--- src/rtl/ppcc_pkg.sv ---
package ppcc_pkg;

    // Field widths
    localparam int COORD_W   = 24;   // signed Q12.12 coordinate
    localparam int BOX_W     = 23;   // unsigned Q11.12 box length
    localparam int CUT_W     = 48;   // unsigned Q24.24 squared cutoff
    localparam int CLASS_W   = 3;    // shell number, 0 means outside
    localparam int CFG_IDX_W = 3;    // configuration register index

    // Datapath widths
    localparam int MAG_W  = COORD_W + 1;   // |ref - cand| stays below 2^24
    localparam int SQ_W   = 2 * MAG_W - 1; // square stays below 2^48
    localparam int DIST_W = SQ_W + 1;      // sum of three squares below 2^50

    // Cutoff register file
    localparam int CUT_REGS           = 4;
    localparam int MAX_SHELLS_DEFAULT = 4;

    localparam logic [BOX_W-1:0] BOX_RESET = {BOX_W{1'b1}};

    // Configuration register map
    typedef enum logic [CFG_IDX_W-1:0] {
        REG_BOX_X      = 3'd0,
        REG_BOX_Y      = 3'd1,
        REG_BOX_Z      = 3'd2,
        REG_CUT_FIRST  = 3'd3,
        REG_CUT_SECOND = 3'd4,
        REG_CUT_THIRD  = 3'd5,
        REG_CUT_FOURTH = 3'd6,
        REG_ACTIVE     = 3'd7
    } cfg_reg_t;

    // Per-stage load enables of the pipeline
    typedef struct packed {
        logic diff;
        logic fold;
        logic square;
        logic sum;
        logic result;
    } pipe_en_t;

endpackage

--- src/rtl/ppcc_axis.sv ---
module ppcc_axis (
    input  logic                              aclk,
    input  ppcc_pkg::pipe_en_t                en,
    input  logic signed [ppcc_pkg::COORD_W-1:0] ref_pos,
    input  logic signed [ppcc_pkg::COORD_W-1:0] cand_pos,
    input  logic [ppcc_pkg::BOX_W-1:0]        box_width,
    output logic [ppcc_pkg::SQ_W-1:0]         axis_sq
);
    import ppcc_pkg::*;

    logic signed [MAG_W-1:0] diff;
    logic [MAG_W-1:0]        mag_reg, mag_next;
    logic                    wrap;
    logic signed [MAG_W:0]   folded;
    logic [MAG_W-1:0]        fold_reg, fold_next;
    logic [2*MAG_W-1:0]      product;
    logic [SQ_W-1:0]         sq_reg;

    // Stage 1: absolute difference
    assign diff     = MAG_W'(ref_pos) - MAG_W'(cand_pos);
    assign mag_next = diff[MAG_W-1] ? MAG_W'(-diff) : MAG_W'(diff);

    // Stage 2: fold once by the box width when past half the box
    assign wrap      = {mag_reg, 1'b0} > (MAG_W + 1)'(box_width);
    assign folded    = wrap ? ((MAG_W + 1)'(mag_reg) - (MAG_W + 1)'(box_width))
                            : (MAG_W + 1)'(mag_reg);
    assign fold_next = folded[MAG_W] ? MAG_W'(-folded) : folded[MAG_W-1:0];

    // Stage 3: square
    assign product = fold_reg * fold_reg;

    always_ff @(posedge aclk) begin
        if (en.diff) begin
            mag_reg <= mag_next;
        end
        if (en.fold) begin
            fold_reg <= fold_next;
        end
        if (en.square) begin
            sq_reg <= product[SQ_W-1:0];
        end
    end

    assign axis_sq = sq_reg;

endmodule

--- config.mk ---
export PLATFORM = sky130hd
export DESIGN_NAME = ppcc_axis
export DESIGN_NICKNAME = d
export VERILOG_FILES = /design/src/rtl/ppcc_pkg.sv /design/src/rtl/ppcc_axis.sv
export SDC_FILE = /design/constraint.sdc
export NUM_CORES = 2
export LEC_CHECK = 0
export ABC_AREA = 0
export BUFFER_PORTS_ARGS = -buffer_cell sky130_fd_sc_hd__buf_4
export CAP_MARGIN = 40
export CELL_PAD_IN_SITES_DETAIL_PLACEMENT = 2
export CELL_PAD_IN_SITES_GLOBAL_PLACEMENT = 2
export CORE_AREA = 2 2 241 243
export DETAILED_ROUTE_END_ITERATION = 8
export DIE_AREA = 0 0 243 245
export PLACE_DENSITY_LB_ADDON = 0.1
export SYNTH_ARGS = -nofsm -noshare
export SYNTH_HDL_FRONTEND = slang
export SYNTH_SLANG_ARGS = --single-unit
--- constraint.sdc ---
create_clock -name aclk -period 11 [get_ports aclk]
set_input_delay 1.65 -clock aclk [delete_from_list [all_inputs] [get_ports aclk]]
set_output_delay 1.65 -clock aclk [all_outputs]
set_load 0.05 [all_outputs]
==> out/metrics.cfg <==
[synthesis]
syn-instance-count = 2783
syn-num-nets = 3583
synth.cell_area_mm2 = 0.0254
async_flop_share = 0
syn_avg_cell_area_um2 = 9.13
synth_seq_cells = 98
ys_warn_count = 0
synth-edff-count = 98
ys_types = 74
dominantRegCellSynth = edfxtp_1
ys_seq_area_frac = 0.116

[global_routing]
grt_antenna_before_repair = 0
grt_max_degree = 56
grt_pass1_vias = 23900
grtUsageTotal = 0.285
grt_pass1_wl_mm = 132
overflow = 0

[die]
ioPinCount = 126
rows = 88
dieArea_mm2 = 0.0595
dieHeight_um = 245
initial_utilization = 0.445
design.core.area_mm2 = 0.0570
die_x_um = 243

[critical_path]
end_kind = flop
arrival_ps = 9070
crit_fanout = 18
cp.required_ps = 11150
cp-start-kind = flop
worstSetupPathType = flop to flop

[cts]
cts_tree = built
cts_buffers = 9
post_cts_resized = 0
cts_hold_buffers = 0
cts_sinks = 98
ctsLongestPathBuffers = 2
clk_pin_slew_worst_paths_ps = 90
cts_max_level = 3
cts_root_buf = clkbuf_16
clock_latency_ps = 410
cts_setup_buffers = 0

[routing]
dr.pass1.iters = 5
ant_nets = 0
via_count = 19600
drc_errors = 0
wl_mm = 82.3
drt_iter0_markers = 713
wl_per_cell_um = 22.6
avgViaCountPerCell = 5.38

[final_layout]
fin_nets = 3669
fin_cells = 3639
final_area_mm2 = 0.0276
multi_input_area_mm2 = 0.0195
final-seq-area_mm2 = 0.00294
n_fill_cell = 6257
diodes = 0
syn_to_final_growth_pct = 8.44
drive_gt1_frac = 0.0644
largest_reg_flops = 48

[sta]
relSlewSlack = 0.446
min_period_over_period = 0.811
setup_viol = 0
clock.fmax_mhz = 112
worst_pin_slew_ps = 810
setup_slack_ps = 2080
rsz0062_at_grt = no
tns_ps = 0
maxSlewViolCount = 0
hold_viol = 0
finalCriticalPeriod_ps = 8920
fin_skew_ps = 15.9

[place]
port_buffers = 122
gp_routability_congestion = 0.840
place_ws_ps = 2180
dpl_cell_area_mm2 = 0.0272
place_hpwl_mm = 69.5
dp.cells = 3623

[min_path]
hold_path.class = flop to flop

[status]
status = finished, final reports clean

[job]
drv_cap = 0

==> stage by stage <==
stage / util / hold WS (ps)
2_1_floorplan: - / 561
3_3_place_gp: 0.477 / 627
3_5_place_dp: 0.477 / 661
4_1_cts: 0.483 / 689
5_1_grt: 0.483 / 724
6_report: 0.483 / 685
==> synth_stat cells, types with 19 or more instances <==
cell,number,area [um^2]
a21o_1,35,263
a21oi_1,109,546
and2_1,133,832
clkbuf_1,68,255
edfxtp_1,98,2940
fa_1,468,9370
ha_1,255,3190
inv_1,720,2700
nand2_1,218,818
nand3_1,25,125
nand4_1,19,119
nor2_1,118,443
nor3_1,34,170
o21a_1,24,180
o21ai_0,73,365
xnor2_1,87,762
xor2_1,42,368
==> final cells by class <==
cell class | count | area share
multi-input cells | 1885 | 0.706
flip-flops and latches | 98 | 0.107
inverters | 722 | 0.0984
repair buffers | 153 | 0.0421
well taps | 765 | 0.0347
clock buffers | 9 | 0.00817
clock inverters | 7 | 0.00345
==> kinds of logic after synthesis <==
family	share of synthesized area
compound gates	0.0951
xor+xnor	0.0445
fa+ha+maj	0.494
buf+inv	0.119
flops	0.116
mux	0.00640
other cells	0.000148
simple gates	0.125
==> path summary, 6_finish.rpt <==
check                                          startpoint                     end  slack (ps)  cells after the start
worst max register to register     fold_reg[21]$_DFFE_PP_   axis_sq[43]$_DFFE_PP_        2080                     25
worst max-delay path               fold_reg[21]$_DFFE_PP_   axis_sq[43]$_DFFE_PP_        2080                     25
worst min-delay path            mag_reg[24]$_SDFFCE_PP0P_  fold_reg[24]$_DFFE_PP_         690                      1
worst min register to register  mag_reg[24]$_SDFFCE_PP0P_  fold_reg[24]$_DFFE_PP_         690                      1
==> per-layer routing <==
metal,routed length (um),up-vias,track usage
met2,45900,304,0.561
met1,31500,10300,0.315
met4,2920,0,0.109
li1,-,8838,-
met5,0,-,0
met3,2000,148,0.0271
==> critical path, stage by stage (launching register included) <==
cell	delay [ps]
edfxtp_1	360
buf_4	310
clkinv_1	540
nor2_1	380
fa_1	490
fa_1	540
fa_1	550
inv_1	60
fa_1	510
inv_1	60
fa_1	490
fa_1	500
inv_1	50
fa_1	480
inv_1	40
ha_1	360
a21oi_1	250
nand2_1	90
a21o_1	200
a21o_1	200
a21oi_1	380
a21oi_1	330
o21a_1	340
a2111oi_0	780
o31ai_1	190
xor2_1	180
==> layout by cell type (no fill, tap or decap), types with 34 or more instances in the layout <==
master,count
buf_4,149
a21oi_1,109
edfxtp_1,98
xnor2_1,87
and2_1,133
fa_1,468
o21ai_0,72
a21o_1,35
ha_1,255
nor3_1,34
nor2_1,118
inv_1,720
xor2_1,42
nand2_1,218
Power is not shown: default switching activity piles up to over one toggle a cycle in this logic, so the estimate is an artifact.
