[config.mk]
export PLATFORM = sky130hd
export DESIGN_NAME = ppcc_cfg
export DESIGN_NICKNAME = d
export VERILOG_FILES = /design/src/rtl/ppcc_pkg.sv /design/src/rtl/ppcc_cfg.sv
export SDC_FILE = /design/constraint.sdc
export NUM_CORES = 1
export LEC_CHECK = 0
export BUFFER_PORTS_ARGS = -buffer_cell sky130_fd_sc_hd__buf_2
export CAP_MARGIN = 30
export CORE_ASPECT_RATIO = 0.75
export CORE_MARGIN = 5
export CORE_UTILIZATION = 52
export CTS_BUF_LIST = sky130_fd_sc_hd__clkbuf_4 sky130_fd_sc_hd__clkbuf_8
export DETAILED_ROUTE_END_ITERATION = 6
export PLACE_DENSITY = 0.83
export SLEW_MARGIN = 40
export SYNTH_ARGS = -nofsm -noshare
export SYNTH_HDL_FRONTEND = slang
export SYNTH_SLANG_ARGS = --single-unit
[constraint.sdc]
create_clock -name aclk -period 2.3 [get_ports aclk]
set_input_delay 0.69 -clock aclk [delete_from_list [all_inputs] [get_ports aclk]]
set_output_delay 0.69 -clock aclk [all_outputs]
set_load 0.02 [all_outputs]
[src/rtl/ppcc_pkg.sv]
package ppcc_pkg;

    // Field widths
    localparam int COORD_W   = 24;   // signed Q12.12 coordinate
    localparam int BOX_W     = 23;   // unsigned Q11.12 box length
    localparam int CUT_W     = 48;   // unsigned Q24.24 squared cutoff
    localparam int CLASS_W   = 3;    // shell number, 0 means outside
    localparam int CFG_IDX_W = 3;    // configuration register index

    // Datapath widths
    localparam int MAG_W  = COORD_W + 1;   // |ref - cand| stays below 2^24
    localparam int SQ_W   = 2 * MAG_W - 1; // square stays below 2^48
    localparam int DIST_W = SQ_W + 1;      // sum of three squares below 2^50

    // Cutoff register file
    localparam int CUT_REGS           = 4;
    localparam int MAX_SHELLS_DEFAULT = 4;

    localparam logic [BOX_W-1:0] BOX_RESET = {BOX_W{1'b1}};

    // Configuration register map
    typedef enum logic [CFG_IDX_W-1:0] {
        REG_BOX_X      = 3'd0,
        REG_BOX_Y      = 3'd1,
        REG_BOX_Z      = 3'd2,
        REG_CUT_FIRST  = 3'd3,
        REG_CUT_SECOND = 3'd4,
        REG_CUT_THIRD  = 3'd5,
        REG_CUT_FOURTH = 3'd6,
        REG_ACTIVE     = 3'd7
    } cfg_reg_t;

    // Per-stage load enables of the pipeline
    typedef struct packed {
        logic diff;
        logic fold;
        logic square;
        logic sum;
        logic result;
    } pipe_en_t;

endpackage

[src/rtl/ppcc_cfg.sv]
module ppcc_cfg #(
    parameter int NUM_CUT = ppcc_pkg::CUT_REGS
) (
    input  logic                              aclk,
    input  logic                              aresetn,
    input  logic                              cfg_we,
    input  logic [ppcc_pkg::CFG_IDX_W-1:0]    cfg_index,
    input  logic [ppcc_pkg::CUT_W-1:0]        cfg_wdata,
    output logic [ppcc_pkg::BOX_W-1:0]        box_width_x,
    output logic [ppcc_pkg::BOX_W-1:0]        box_width_y,
    output logic [ppcc_pkg::BOX_W-1:0]        box_width_z,
    output logic [NUM_CUT-1:0][ppcc_pkg::CUT_W-1:0] cutoff_sq,
    output logic [ppcc_pkg::CLASS_W-1:0]      active_count
);
    import ppcc_pkg::*;

    localparam logic [CLASS_W-1:0] ACTIVE_RESET =
        (MAX_SHELLS_DEFAULT < NUM_CUT) ? CLASS_W'(MAX_SHELLS_DEFAULT) : CLASS_W'(NUM_CUT);

    logic [BOX_W-1:0]              box_x_reg, box_x_next;
    logic [BOX_W-1:0]              box_y_reg, box_y_next;
    logic [BOX_W-1:0]              box_z_reg, box_z_next;
    logic [NUM_CUT-1:0][CUT_W-1:0] cut_reg, cut_next;
    logic [CLASS_W-1:0]            active_reg, active_next;
    logic [CLASS_W-1:0]            active_wr;

    // Saturate the shell count to the cutoffs that exist
    assign active_wr = (int'(cfg_wdata[CLASS_W-1:0]) > NUM_CUT) ?
                       CLASS_W'(NUM_CUT) : cfg_wdata[CLASS_W-1:0];

    // Decode the write
    always_comb begin
        box_x_next  = box_x_reg;
        box_y_next  = box_y_reg;
        box_z_next  = box_z_reg;
        cut_next    = cut_reg;
        active_next = active_reg;
        if (cfg_we) begin
            unique case (cfg_reg_t'(cfg_index))
                REG_BOX_X:  box_x_next  = cfg_wdata[BOX_W-1:0];
                REG_BOX_Y:  box_y_next  = cfg_wdata[BOX_W-1:0];
                REG_BOX_Z:  box_z_next  = cfg_wdata[BOX_W-1:0];
                REG_ACTIVE: active_next = active_wr;
                REG_CUT_FIRST, REG_CUT_SECOND, REG_CUT_THIRD, REG_CUT_FOURTH: begin
                    // cutoffs decoded below; those beyond NUM_CUT are dropped
                end
            endcase
            for (int i = 0; i < NUM_CUT; i++) begin
                if (cfg_index == CFG_IDX_W'(int'(REG_CUT_FIRST) + i)) begin
                    cut_next[i] = cfg_wdata;
                end
            end
        end
    end

    always_ff @(posedge aclk) begin
        if (!aresetn) begin
            box_x_reg  <= BOX_RESET;
            box_y_reg  <= BOX_RESET;
            box_z_reg  <= BOX_RESET;
            cut_reg    <= '0;
            active_reg <= ACTIVE_RESET;
        end else begin
            box_x_reg  <= box_x_next;
            box_y_reg  <= box_y_next;
            box_z_reg  <= box_z_next;
            cut_reg    <= cut_next;
            active_reg <= active_next;
        end
    end

    assign box_width_x  = box_x_reg;
    assign box_width_y  = box_y_reg;
    assign box_width_z  = box_z_reg;
    assign cutoff_sq    = cut_reg;
    assign active_count = active_reg;

endmodule

==> results of run 1 <==
==> metal layers <==
metal / vias to the layer above / wire, um / GRT usage
met2: 299 / 12900 / 0.406
met4: 0 / 529 / 0.0691
met3: 44 / 2480 / 0.0787
met5: - / 0 / 0
met1: 3684 / 11300 / 0.295
li1: 3733 / - / -
==> synthesized netlist by cell type <==
cell / instances
nand4b_1: 2
clkbuf_1: 37
nand2_1: 242
nand4_1: 1
nand3b_1: 2
buf_4: 7
dfxtp_1: 264
nor4bb_1: 2
nand4bb_1: 3
or4b_1: 1
buf_2: 24
mux2i_1: 264
buf_1: 1
and4b_1: 1
buf_6: 3
nor2b_1: 93
==> power by group through the flow <==
stage                     Sequential, W  Clock [W]  Combinational (W)
after CTS                       0.00473    0.00406           0.000753
after global placement          0.00483          0           0.000740
after detailed placement        0.00483          0           0.000750
after floorplan                 0.00495          0           0.000340
after global routing            0.00474    0.00427           0.000804
final                           0.00473    0.00395           0.000748
==> sequential cells by signal, indices dropped and copies added (netlist names) <==
register,count
cutoff_sq,192
box_width_x,23
box_width_y,23
box_width_z,23
active_count,3
==> worst min path at each step <==
stage / startpoint / endpoint / cells after the start
final: cutoff_sq[11] / cutoff_sq[11] / 2
after global routing: cfg_wdata[1] / active_count[1] / 3
after CTS: cfg_wdata[3] / box_width_z[3] / 3
after detailed placement: cutoff_sq[22] / cutoff_sq[22] / 2
after global placement: cutoff_sq[38] / cutoff_sq[38] / 2
after floorplan: cutoff_sq[0] / cutoff_sq[0] / 2
==> cell families after synthesis <==
| logic type | count (synthesis) |
|---|---|
| DFF | 264 |
| buffers and inverters | 72 |
| muxes | 264 |
| and+or+nand+nor | 347 |
==> cell type report <==
type | count | area, um2 | area share
Multi-Input combinational cell | 611 | 4290 | 0.340
Sequential cell | 264 | 5290 | 0.419
Timing Repair Buffer | 339 | 1900 | 0.151
Clock buffer | 63 | 779 | 0.0619
Tap cell | 247 | 309 | 0.0245
Clock inverter | 3 | 42.5 | 0.00338
==> metrics by stage <==
stage | std cells | utilization
after floorplan | 947 | -
after global placement | 1461 | 0.635
after detailed placement | 1461 | 0.635
after CTS | 1527 | 0.679
after global routing | 1527 | 0.679
final | 1527 | 0.679
==> results.ini, run 1 <==
[global_routing]
grt_pass1_wl_um = 42100
grt_overflow = 0
antenna_found_initial = 0
grt_max_degree = 64
grt_usage = 0.240
first_global_vias = 7855

[job]
drv_cap = 0

[clock_network]
postCtsHoldBufs = 0
path_clk_slew_ns = 0.06
cts_tree = yes
cts_setup_buffers = 0
insertion_delay_ns = 0.51
clockBufferDepth = 3
cts_buffers = 41
htreeDepth = 2
cts.sinks = 264
cts_resized = 0
root_buffer = clkbuf_8

[sta]
period_needed_ns = 1.77
tns_ns = 0
min_period_over_period = 0.771
relSlewSlack = 0.704
hold_ws_ns = 0.453
clock_skew_ns = 0
rsz0062_at_grt = false
layout_setup_ws_ns = 0.527
final-hold-violation-count = 0
fmax_mhz = 564
tightest_slew_ns = 0.442
maxSlewViolCount = 0
finalSetupViolCount = 0

[logic_synthesis]
synth.largest_area_cell = dfxtp_1
synthXorXnorAreaFrac = 0
syn_area_um2 = 9880
synth.avg_cell_area_um2 = 10.4
yosys.area_share.adder = 0
synth-simple-area-share = 0.162
synth_area_leaders = dfxtp_1 53%, mux2i_1 27%, nand2_1 9.2%
synth_seq_cells = 264
syn_inst = 947
synth_top_family_by_area = multiplexers
yosysSeqAreaShare = 0.535
synth.area.mux_share = 0.267
yosys_warnings = 0
synth_nets = 1001
synth_compound_area_frac = 0
ys_types = 16
synth_top_area_frac = 0.535

[layout]
layout-drive-gt1-share = 0.320
fillers = 1464
layout_commonest_cell = buf_2
final_nets = 1311
layout_common_cells = 316 x buf_2, 264 x mux2i_1, 264 x dfxtp_1
antenna_cells = 0
fin_area_um2 = 12600
syn2layout_area_growth_pct = 27.6

[hold_path]
hp-class = register to register

[routing]
first_pass_iters = 5
routedWlPerCell_um = 17.8
final_antenna_net_count = 0
wirelength_um = 27200
num_vias = 7760
drc = 0
viasPerCell = 5.08
drt-initial-drc-count = 472

[die]
die_h_um = 129
rows = 43
floorplan.initialDensity = 0.532
core_um2 = 18600
io_pins = 318
dieArea_um2 = 21900
die_w_um = 169

[placed_design]
gp_congestion = 0.798
place_ws_ns = 0.341
port_buffers = 317
hpwl_um = 19600
postPlaceCellArea_um2 = 11800

[setup_path]
r2r_start = box_width_z[20]
critPathTopFamily = flip-flops
reg2reg_depth = 2
path_class = register to primary output
max_stage_delay_ns = 0.37
cp-end-kind = primary output
rrSetupSlack_ns = 1.63
cp_num_cells = 1
crit_path_end = cutoff_sq[62]
startpoint = cutoff_sq[62]
cp_max_fo = 2
r2r-end = box_width_z[20]
critPathRequiredTime_ns = 1.61
critPathSlowestCell = dfxtp_1
cp_cell_sequence = buf_2
start_kind = register
arrival_ns = 1.08
cp.buffers_inverters = 1

[power]
sequentialPowerShare = 0.502
intPower_w = 0.00720
power_w = 0.00943
p_sw_w = 0.00223
power_frac_comb = 0.079
switching_share = 0.237
vdd_drop_max_mv = 0.412
leakage_nw = 6.58
clkPwrFrac = 0.419
power_density_nw_per_um2 = 748

[status]
status = complete, no violations

Power figures use the tool's default switching activity.
==> inputs of run 2 (changes only) <==
- ABC_AREA: not set -> 1
- CORE_UTILIZATION: 52 -> 53
- PLACE_DENSITY: 0.83 -> 0.84
- clock period: 2.3 -> 1.7 ns (I/O delays scaled with it)
==> results.ini, run 2 <==
[status]
status = complete, no violations

[sta]
period_needed_ns = 1.61
layout_setup_ws_ns = 0.0855
min_period_over_period = 0.950
fmax_mhz = 619
maxSlewViolCount = 0
rsz0062_at_grt = false
tns_ns = 0
clock_skew_ns = 0
tightest_slew_ns = 0.376
relSlewSlack = 0.749
finalSetupViolCount = 0
final-hold-violation-count = 0

[global_routing]
grt_overflow = 0
antenna_found_initial = 1
grt_pass1_wl_um = 50900
grt_usage = 0.284
grt_max_degree = 80
first_global_vias = 9703

[clock_network]
postCtsHoldBufs = 0
cts.sinks = 264
cts_setup_buffers = 0
cts_resized = 0
cts_tree = yes
path_clk_slew_ns = 0.07
clockBufferDepth = 3
htreeDepth = 2
cts_buffers = 41
root_buffer = clkbuf_8
insertion_delay_ns = 0.54

[power]
leakage_nw = 6.46
power_density_nw_per_um2 = 1030
vdd_drop_max_mv = 0.643

[die]
io_pins = 318
die_w_um = 170
rows = 43
core_um2 = 18700
floorplan.initialDensity = 0.543
die_h_um = 130
dieArea_um2 = 22000

[setup_path]
arrival_ns = 1.10
cp.buffers_inverters = 1
cp_cell_sequence = buf_2
cp_max_fo = 2
critPathRequiredTime_ns = 1.19
critPathSlowestCell = dfxtp_1
start_kind = register
cp-end-kind = primary output
path_class = register to primary output
critPathTopFamily = flip-flops
max_stage_delay_ns = 0.37

[logic_synthesis]
synth_top_area_frac = 0.521
synth_area_leaders = dfxtp_1 52%, nand3_1 16%, nor2_1 15%
post-synth-top-count-cell = nor2_1
syn_area_um2 = 10100
yosys.area_share.adder = 0
synthXorXnorAreaFrac = 0
synth.avg_cell_area_um2 = 7.07
synthFlopType = dfxtp_1
yosysSeqAreaShare = 0.521
ys_async_sr_fraction = 0
synth.area.mux_share = 0
synth_nets = 1487
synth-simple-area-share = 0.413
synth_seq_cells = 264
yosys-top-cells-count = 395 x nor2_1, 331 x nand3_1, 277 x nand2_1
ys_types = 11
synth.largest_area_cell = dfxtp_1
yosys_warnings = 0
synth_top_family_by_area = simple AND/OR/NAND/NOR gates
syn_inst = 1433
synth_edf_count = 0
synth_compound_area_frac = 0.000494

[routing]
viasPerCell = 5.35
num_vias = 10640
first_pass_iters = 6
final_antenna_net_count = 0
wirelength_um = 32700
drc = 0
drt-initial-drc-count = 1214
routedWlPerCell_um = 16.4

[layout]
largest_register_ffs = 192
syn2layout_area_growth_pct = 28.3
layout-drive-gt1-share = 0.246
layout_commonest_cell = nor2_1
fin_area_um2 = 13000
final_nets = 1773
layout_common_cells = 389 x nor2_1, 331 x nand3_1, 316 x buf_2

[placed_design]
postPlaceCellArea_um2 = 12200
hpwl_um = 21900
port_buffers = 317
place_ws_ns = 0.0585
gp_congestion = 0.884

[job]
drv_cap = 0

[hold_path]
hp-class = input pin to register

-- run 2: kinds of logic after synthesis --
logic type | count (synthesis)
compound gates | 1
buf+inv | 163
simple gates | 1005
flops | 264
-- run 2: area by class of cell --
class	instances	area, um2
Antenna cell	1	2.50
Clock buffer	61	752
Clock inverter	5	35.0
Fill cell	1527	5660
Inverter	54	205
Multi-Input combinational cell	1006	4250
Sequential cell	264	5290
Tap cell	247	309
Timing Repair Buffer	352	2170
-- run 2: through the flow --
step            util  hold slack [ns]  cells  total power [W]
4_1_cts        0.697            0.246   1989           0.0135
3_5_place_dp   0.655            0.438   1923          0.00832
3_3_place_gp   0.655            0.434   1923          0.00829
2_1_floorplan      -            0.544   1433          0.00765
5_1_grt        0.697            0.245   1990           0.0140
6_report       0.697            0.274   1990           0.0134
-- run 2: worst paths after layout --
| kind | start | to | slack [ns] | cells past startpoint |
|---|---|---|---|---|
| max reg2reg | cutoff_sq[94] | cutoff_sq[94] | 1.06 | 2 |
| min | cfg_wdata[17] | box_width_x[17] | 0.27 | 3 |
| min reg2reg | box_width_y[22] | box_width_y[22] | 0.45 | 2 |
| max | active_count[0] | active_count[0] | 0.09 | 1 |
-- run 2: power by group --
part,internal [W],switching (W)
combinational,0.000535,0.00114
clock,0.00282,0.00237
sequential,0.00641,0.000126
total,0.00976,0.00364
-- run 2: layer usage --
metal  vias to the layer above  part of all wire  routed length [um]  GRT usage
met5                         -                 0                   0          0
met4                         0             0.033                1080      0.111
met3                        86              0.12                3780     0.0778
met2                       619              0.46               15000      0.460
met1                      4845              0.39               12800      0.366
li1                       5090                 -                   -          -
