**src/rtl/ppcc_pkg.sv**
```systemverilog
package ppcc_pkg;

    // Field widths
    localparam int COORD_W   = 24;   // signed Q12.12 coordinate
    localparam int BOX_W     = 23;   // unsigned Q11.12 box length
    localparam int CUT_W     = 48;   // unsigned Q24.24 squared cutoff
    localparam int CLASS_W   = 3;    // shell number, 0 means outside
    localparam int CFG_IDX_W = 3;    // configuration register index

    // Datapath widths
    localparam int MAG_W  = COORD_W + 1;   // |ref - cand| stays below 2^24
    localparam int SQ_W   = 2 * MAG_W - 1; // square stays below 2^48
    localparam int DIST_W = SQ_W + 1;      // sum of three squares below 2^50

    // Cutoff register file
    localparam int CUT_REGS           = 4;
    localparam int MAX_SHELLS_DEFAULT = 4;

    localparam logic [BOX_W-1:0] BOX_RESET = {BOX_W{1'b1}};

    // Configuration register map
    typedef enum logic [CFG_IDX_W-1:0] {
        REG_BOX_X      = 3'd0,
        REG_BOX_Y      = 3'd1,
        REG_BOX_Z      = 3'd2,
        REG_CUT_FIRST  = 3'd3,
        REG_CUT_SECOND = 3'd4,
        REG_CUT_THIRD  = 3'd5,
        REG_CUT_FOURTH = 3'd6,
        REG_ACTIVE     = 3'd7
    } cfg_reg_t;

    // Per-stage load enables of the pipeline
    typedef struct packed {
        logic diff;
        logic fold;
        logic square;
        logic sum;
        logic result;
    } pipe_en_t;

endpackage

```
**src/rtl/ppcc_classify.sv**
```systemverilog
module ppcc_classify #(
    parameter int NUM_CUT = ppcc_pkg::CUT_REGS
) (
    input  logic                              aclk,
    input  ppcc_pkg::pipe_en_t                en,
    input  logic [ppcc_pkg::SQ_W-1:0]         sq_x,
    input  logic [ppcc_pkg::SQ_W-1:0]         sq_y,
    input  logic [ppcc_pkg::SQ_W-1:0]         sq_z,
    input  logic [NUM_CUT-1:0][ppcc_pkg::CUT_W-1:0] cutoff_sq,
    input  logic [ppcc_pkg::CLASS_W-1:0]      active_count,
    output logic [ppcc_pkg::CLASS_W-1:0]      shell_class
);
    import ppcc_pkg::*;

    logic [DIST_W-1:0]  dist_reg, dist_next;
    logic [CLASS_W-1:0] class_reg, class_next;

    // Stage 4: squared distance
    assign dist_next = DIST_W'(sq_x) + DIST_W'(sq_y) + DIST_W'(sq_z);

    // Stage 5: first active shell whose cutoff lies above the distance
    always_comb begin
        class_next = '0;
        for (int i = NUM_CUT - 1; i >= 0; i--) begin
            if (i < int'(active_count) && dist_reg < DIST_W'(cutoff_sq[i])) begin
                class_next = CLASS_W'(i + 1);
            end
        end
    end

    always_ff @(posedge aclk) begin
        if (en.sum) begin
            dist_reg <= dist_next;
        end
        if (en.result) begin
            class_reg <= class_next;
        end
    end

    assign shell_class = class_reg;

endmodule

```
**config.mk**
```make
export PLATFORM = sky130hd
export DESIGN_NAME = ppcc_classify
export DESIGN_NICKNAME = d
export VERILOG_FILES = /design/src/rtl/ppcc_pkg.sv /design/src/rtl/ppcc_classify.sv
export SDC_FILE = /design/constraint.sdc
export NUM_CORES = 1
export LEC_CHECK = 0
export BUFFER_PORTS_ARGS = -buffer_cell sky130_fd_sc_hd__clkbuf_2
export CAP_MARGIN = 20
export CORE_ASPECT_RATIO = 0.9
export CORE_UTILIZATION = 50
export DETAILED_ROUTE_END_ITERATION = 8
export PLACE_DENSITY_LB_ADDON = 0.08
export SYNTH_ARGS = -nofsm -noshare
export SYNTH_HDL_FRONTEND = slang
export SYNTH_SLANG_ARGS = --single-unit
```
**constraint.sdc**
```tcl
create_clock -name aclk -period 4.05 [get_ports aclk]
set_input_delay 0.81 -clock aclk [delete_from_list [all_inputs] [get_ports aclk]]
set_output_delay 0.81 -clock aclk [all_outputs]
set_load 0.05 [all_outputs]
```
==> impl_metrics.json, run 1 <==
{
  "status": "completed",
  "cts.path.max_buffers": 2,
  "synth-seq-cells": 53,
  "end_kind": "flop",
  "fmax_mhz": 253,
  "cts.sinks": 53,
  "rows": 48,
  "grt_pass1_wl_mm": 44.1,
  "chipWidth_um": 151,
  "fin_crit_sh_pct": 97.4,
  "grt_pass1_vias": 9089,
  "crit_required_ns": 4.10,
  "netlist_area_sq_um": 9940,
  "drt-total-wl_mm": 28.5,
  "syn_inst": 1113,
  "rsz0062_at_grt": "false",
  "core_area_sq_um": 19300,
  "dp_hpwl_mm": 25.7,
  "ctsResizeCount": 0,
  "cts_made_buffers": 5,
  "slew_headroom_pct": 57.0,
  "synth_flop_cell": "edfxtp_1",
  "rr_startpoint": "dist_reg[43]",
  "cts_tree": "built",
  "busiest_layer": "met2",
  "min_period_ns": 3.95,
  "largest_reg_flops": 50,
  "peakVddDrop_mv": 0.174,
  "hold_buffers": 0,
  "postSynthAreaPerCell_sq_um": 8.93,
  "r2r_cells": 9,
  "seqPwrFrac_pct": 25.0,
  "initial_core_util_pct": 51.4,
  "crit_arrival_ns": 4.00,
  "clkLatencyLatePin_ns": 0.30,
  "drt_iter0_drc": 357,
  "final_common_cell": "clkbuf_2",
  "finalWeightedCongestion": 0.963,
  "setup_viol": 0,
  "drtAntennaViolNets": 0,
  "ioPinCount": 351,
  "grt_max_degree": 28,
  "antenna_found_initial": 0,
  "htree_num_levels": 2,
  "overflow": 0,
  "p_comb_share_pct": 63.7,
  "min_to": "shell_class[0]",
  "fin_skew_ns": 0.00523,
  "synth_nets": 1747,
  "placedCellCount": 1735,
  "fp.dieH_um": 136,
  "r2r_end": "shell_class[2]",
  "layout.cells.non_filler": 1743,
  "post_cts_buffers": 0,
  "die-area_sq_um": 20400,
  "maxCapViolCount": 0,
  "ys_seq_area_share_pct": 16.0,
  "dr_total_vias": 9290,
  "drive_gt1_share_pct": 27.3,
  "synthArstFlopShare_pct": 0,
  "reg2reg_setup_slack_ns": 1.03,
  "wl_per_cell_um": 16.4,
  "final_nets": 2126,
  "syn_to_final_growth_pct": 24.5,
  "grtUsageMet2_pct": 49.2,
  "hold_path_depth": 1,
  "finalHoldViolations": 0,
  "p_sw_mw": 1.92,
  "avgViaCountPerCell": 5.33,
  "critPathLaunchType": "input port",
  "max_slew.worst_pin.slew_ns": 0.629,
  "p_total_mw": 4.40,
  "min_from": "en[0]",
  "cellLeakagePower_nw": 7.17,
  "diodes": 0,
  "cp_max_fo": 4,
  "cts-root-buf": "clkbuf_16",
  "port_buffers": 347,
  "power_density_nw_per_um2": 356,
  "grt_use_total_pct": 28.2,
  "drc_errors": 0,
  "crit_type": "in -> reg",
  "hold_class": "in -> reg",
  "power_frac_clock_pct": 11.4,
  "grtUsageMet1_pct": 36.6,
  "yosys_warnings": 0,
  "p_sw_share_pct": 43.5,
  "met3_usage_pct": 3.37,
  "final_cell_mix": "347 x clkbuf_2, 236 x ha_1, 208 x inv_1",
  "clkTransAtPathRegs_ns": 0.07,
  "slew_viol_final": 0,
  "power.internal_mw": 2.49,
  "synth_edf_count": 53,
  "yosysUniqueCellTypes": 60,
  "first_pass_iters": 5
}
## synthesized netlist by cell type, drive strengths merged (2+ instances only)
| master | count | area [sq um] |
|---|---|---|
| ha | 236 | 2950 |
| inv | 208 | 781 |
| a21o | 108 | 812 |
| a21oi | 94 | 478 |
| edfxtp | 53 | 1590 |
| fa | 50 | 1000 |
| nand2 | 47 | 176 |
| o21ai | 46 | 241 |
| nand4 | 38 | 238 |
| nor2 | 38 | 143 |
| xnor2 | 30 | 263 |
| xor2 | 16 | 140 |
| nand3 | 14 | 70.1 |
| nor2b | 11 | 68.8 |
| a211oi | 10 | 75.1 |
| a31oi | 9 | 71.3 |
| o21a | 8 | 60.1 |
| o21bai | 8 | 60.1 |
| clkbuf | 7 | 28.8 |
| nand2b | 7 | 43.8 |
| o211ai | 7 | 52.6 |
| nor3 | 6 | 30.0 |
| o31ai | 6 | 68.8 |
| and3 | 5 | 31.3 |
| and4 | 5 | 43.8 |
| buf | 5 | 33.8 |
| or3 | 5 | 31.3 |
| nor4 | 4 | 25.0 |
| o41ai | 4 | 53.8 |
| a2111oi | 3 | 26.3 |
| a41oi | 3 | 45.1 |
| a211o | 2 | 17.5 |
| a221oi | 2 | 23.8 |
| a311oi | 2 | 30.0 |
| nor3b | 2 | 15.0 |
| o2111ai | 2 | 17.5 |
| o221ai | 2 | 17.5 |
## per-stage QoR
step / setup slack [ns] / setup TNS, ns / utilization (%) / instance area, sq um / hold WS [ns]
after floorplan: 0.294 / 0 / - / 9940 / 0.736
after global placement: -0.147 / -0.405 / 63.1 / 12200 / 0.854
after detailed placement: -0.159 / -0.493 / 63.1 / 12200 / 0.843
after CTS: 0.139 / 0 / 64.0 / 12400 / 0.753
after global routing: 0.0138 / 0 / 64.0 / 12400 / 0.756
final: 0.104 / 0 / 64.0 / 12400 / 0.752
## power groups by stage
| stage | registers, mW | clock network, mW | logic [mW] |
|---|---|---|---|
| 2_1_floorplan | 1.01 | 0 | 1.92 |
| 3_3_place_gp | 1.12 | 0 | 2.70 |
| 3_5_place_dp | 1.11 | 0 | 2.77 |
| 4_1_cts | 1.10 | 0.507 | 2.79 |
| 5_1_grt | 1.12 | 0.525 | 3.19 |
| 6_report | 1.10 | 0.500 | 2.80 |
## worst max-delay path by stage
stage                     slack (ns)     from      endpoint  cells past startpoint
final                           0.10  sq_x[1]  dist_reg[47]                     14
after global routing            0.01  sq_x[1]  dist_reg[47]                     14
after CTS                       0.14  sq_x[1]  dist_reg[47]                     14
after detailed placement       -0.16  sq_x[1]  dist_reg[47]                     14
after global placement         -0.15  sq_x[1]  dist_reg[47]                     14
after floorplan                 0.29  sq_x[1]  dist_reg[47]                     12
## per-layer routing
layer	wire length (um)	up-vias
li1	-	4724
met1	12700	4203
met2	13400	328
met3	1780	35
met4	613	0
met5	0	-
## critical path: stages
cell and delay (ns):
clkbuf_2 0.09, fa_1 0.53, ha_1 0.20, fa_1 0.21, a21o_1 0.17, a31oi_1 0.14
o31ai_2 0.39, a21oi_2 0.08, buf_4 0.17, o41ai_4 0.37, a41oi_4 0.21, o31ai_4 0.33
a311oi_2 0.15, xnor2_1 0.14
## cells by family (layout without fill, tap and decap cells)
group                    count (synthesis)  after routing  synth area share (%)
AO/OA/AOI/OAI                          322            322                  22.2
XOR/XNOR                                46             46                  4.05
adder cells (fa/ha/maj)                286            286                  39.8
buffers and inverters                  220            600                  8.48
flip-flops                              53             53                  16.0
AND/OR/NAND/NOR                        186            186                  9.50
## final cells by class
type,instances,area (sq um)
multi-input combinational,840,7500
fill,1728,6970
timing repair buffer,384,2010
sequential,53,1590
inverter,208,781
tap,250,313
clock buffer,5,125
clock inverter,3,41.3
No activity file was read; power rests on OpenSTA's default activity.
==> run 2: changes to the inputs <==
- CTS_BUF_LIST: default -> sky130_fd_sc_hd__clkbuf_16
- clock period: 4.05 -> 4.8 ns (I/O delays scaled with it)
==> impl_metrics.json, run 2 (synthesis gave the netlist of run 1 again) <==
{
  "rsz0062_at_grt": "false",
  "final_nets": 2093,
  "htree_num_levels": 2,
  "crit_top_cell": "fa_1",
  "ctsResizeCount": 0,
  "grt_pass1_vias": 9169,
  "holdWs_ns": 0.889,
  "slew_headroom_pct": 54.0,
  "grt_max_degree": 51,
  "fin_skew_ns": 0.00627,
  "cellLeakagePower_nw": 7.02,
  "final_cell_mix": "347 x clkbuf_2, 236 x ha_1, 208 x inv_1",
  "clkTransAtPathRegs_ns": 0.07,
  "initial_core_util_pct": 51.4,
  "reg2reg_setup_slack_ns": 1.77,
  "max_slew.worst_pin.slew_ns": 0.690,
  "antenna_found_initial": 1,
  "min_period_ns": 4.19,
  "cts.path.max_buffers": 2,
  "syn_to_final_growth_pct": 22.2,
  "fp.dieH_um": 136,
  "placedCellCount": 1702,
  "port_buffers": 347,
  "fmax_mhz": 239,
  "cts-root-buf": "clkbuf_16",
  "ioPinCount": 351,
  "maxCapViolCount": 0,
  "core_area_sq_um": 19300,
  "cp_num_buf_inv": 1,
  "drtAntennaViolNets": 0,
  "dp_hpwl_mm": 25.1,
  "r2r_cells": 9,
  "finalHoldViolations": 0,
  "layout.cells.non_filler": 1711,
  "cts_tree": "built",
  "drive_gt1_share_pct": 25.8,
  "finalWeightedCongestion": 0.962,
  "first_pass_iters": 5,
  "cts.sinks": 53,
  "crit_arrival_ns": 4.24,
  "crit_required_ns": 4.85,
  "fin_crit_sh_pct": 87.2,
  "critPathLaunch": "sq_x[1]",
  "drt-total-wl_mm": 28.1,
  "peakVddDrop_mv": 0.140,
  "grt_use_total_pct": 28.1,
  "wl_per_cell_um": 16.4,
  "power_density_nw_per_um2": 302,
  "avgViaCountPerCell": 5.38,
  "drt_iter0_drc": 366,
  "r2r_end": "shell_class[2]",
  "cp_cell_sequence": "clkbuf_2 > fa_1 > ha_1 > fa_1 > a21o_1 > a31oi_1 > o31ai_2 > a21oi_2 > o41ai_4 > a41oi_4 > o31ai_4 > a311oi_2 > xnor2_1",
  "clkLatencyLatePin_ns": 0.30,
  "dr_total_vias": 9203,
  "crit_family": "compound AO/OA/AOI/OAI gates",
  "cts_made_buffers": 5,
  "overflow": 0,
  "cpMaxStageDelayCell": "fa_1",
  "cp_max_fo": 4,
  "setup_viol": 0,
  "post_cts_buffers": 0,
  "slew_viol_final": 0,
  "grt_pass1_wl_mm": 44.2,
  "status": "completed",
  "crit_type": "in -> reg",
  "worst-path-stages": 13,
  "critPathLaunchType": "input port",
  "final_common_cell": "clkbuf_2",
  "chipWidth_um": 151,
  "hold_buffers": 0,
  "rr_startpoint": "dist_reg[43]",
  "cp-endpoint": "dist_reg[47]",
  "largest_reg_flops": 50,
  "rows": 48,
  "die-area_sq_um": 20400,
  "end_kind": "flop",
  "max_stage_delay_ns": 0.53,
  "setup_tns_ns": 0,
  "drc_errors": 0,
  "hold_class": "reg -> reg"
}
## run 2: cell count changes in the layout (fill, tap and decap cells not counted)
cell and delta:
buf_4 -33, bufinv_16 +1, clkinv_1 -1, clkinv_2 +1
clkinvlp_4 -1, diode_2 +1
## run 2: cell type report
type,count,area (sq um)
multi-input combinational,840,7500
fill,1778,7190
timing repair buffer,351,1770
sequential,53,1590
inverter,208,781
tap,250,313
clock buffer,5,125
clock inverter,3,65.1
antenna,1,2.50
## run 2: where the power goes
part	internal [mW]	switching (mW)
clock network	0.298	0.180
registers	0.720	0.202
logic	1.06	1.20
## run 2: layer usage
layer / GRT usage, % / vias up / wire [um]
li1: - / 4671 / -
met1: 37.0 / 4180 / 12600
met2: 48.5 / 317 / 13000
met3: 2.66 / 35 / 1710
met4: 8.28 / 0 / 699
met5: 0 / - / 0
## run 2: stage by stage
step           util (%)  cell area (sq um)  total power, mW  setup WS, ns
5_1_grt            62.8              12100             4.03         0.417
2_1_floorplan         -               9940             2.47         0.894
6_report           62.8              12100             3.66         0.613
3_5_place_dp       61.8              12000             3.17         0.339
3_3_place_gp       61.8              12000             3.11         0.374
4_1_cts            62.8              12100             3.67         0.649
## run 2: worst register-to-register path, stage by stage, from the launching register on
cell and delay, ns:
edfxtp_1 0.51, ha_1 0.35, nand4_1 0.09, nor2_1 0.21, nand3_1 0.17, a2111oi_0 0.61, o21ai_0 0.31, a41oi_1 0.28
nor4_1 0.07, and3_1 0.19
## run 2: how the worst min path moves through the flow
stage / startpoint / slack [ns] / endpoint / cells past startpoint
4_1_cts: en[0] / 0.90 / shell_class[1] / 1
2_1_floorplan: dist_reg[48] / 0.74 / shell_class[0] / 3
5_1_grt: en[0] / 0.90 / shell_class[1] / 1
3_3_place_gp: dist_reg[49] / 0.85 / shell_class[0] / 3
6_report: dist_reg[48] / 0.89 / shell_class[0] / 3
3_5_place_dp: dist_reg[48] / 0.88 / shell_class[0] / 3
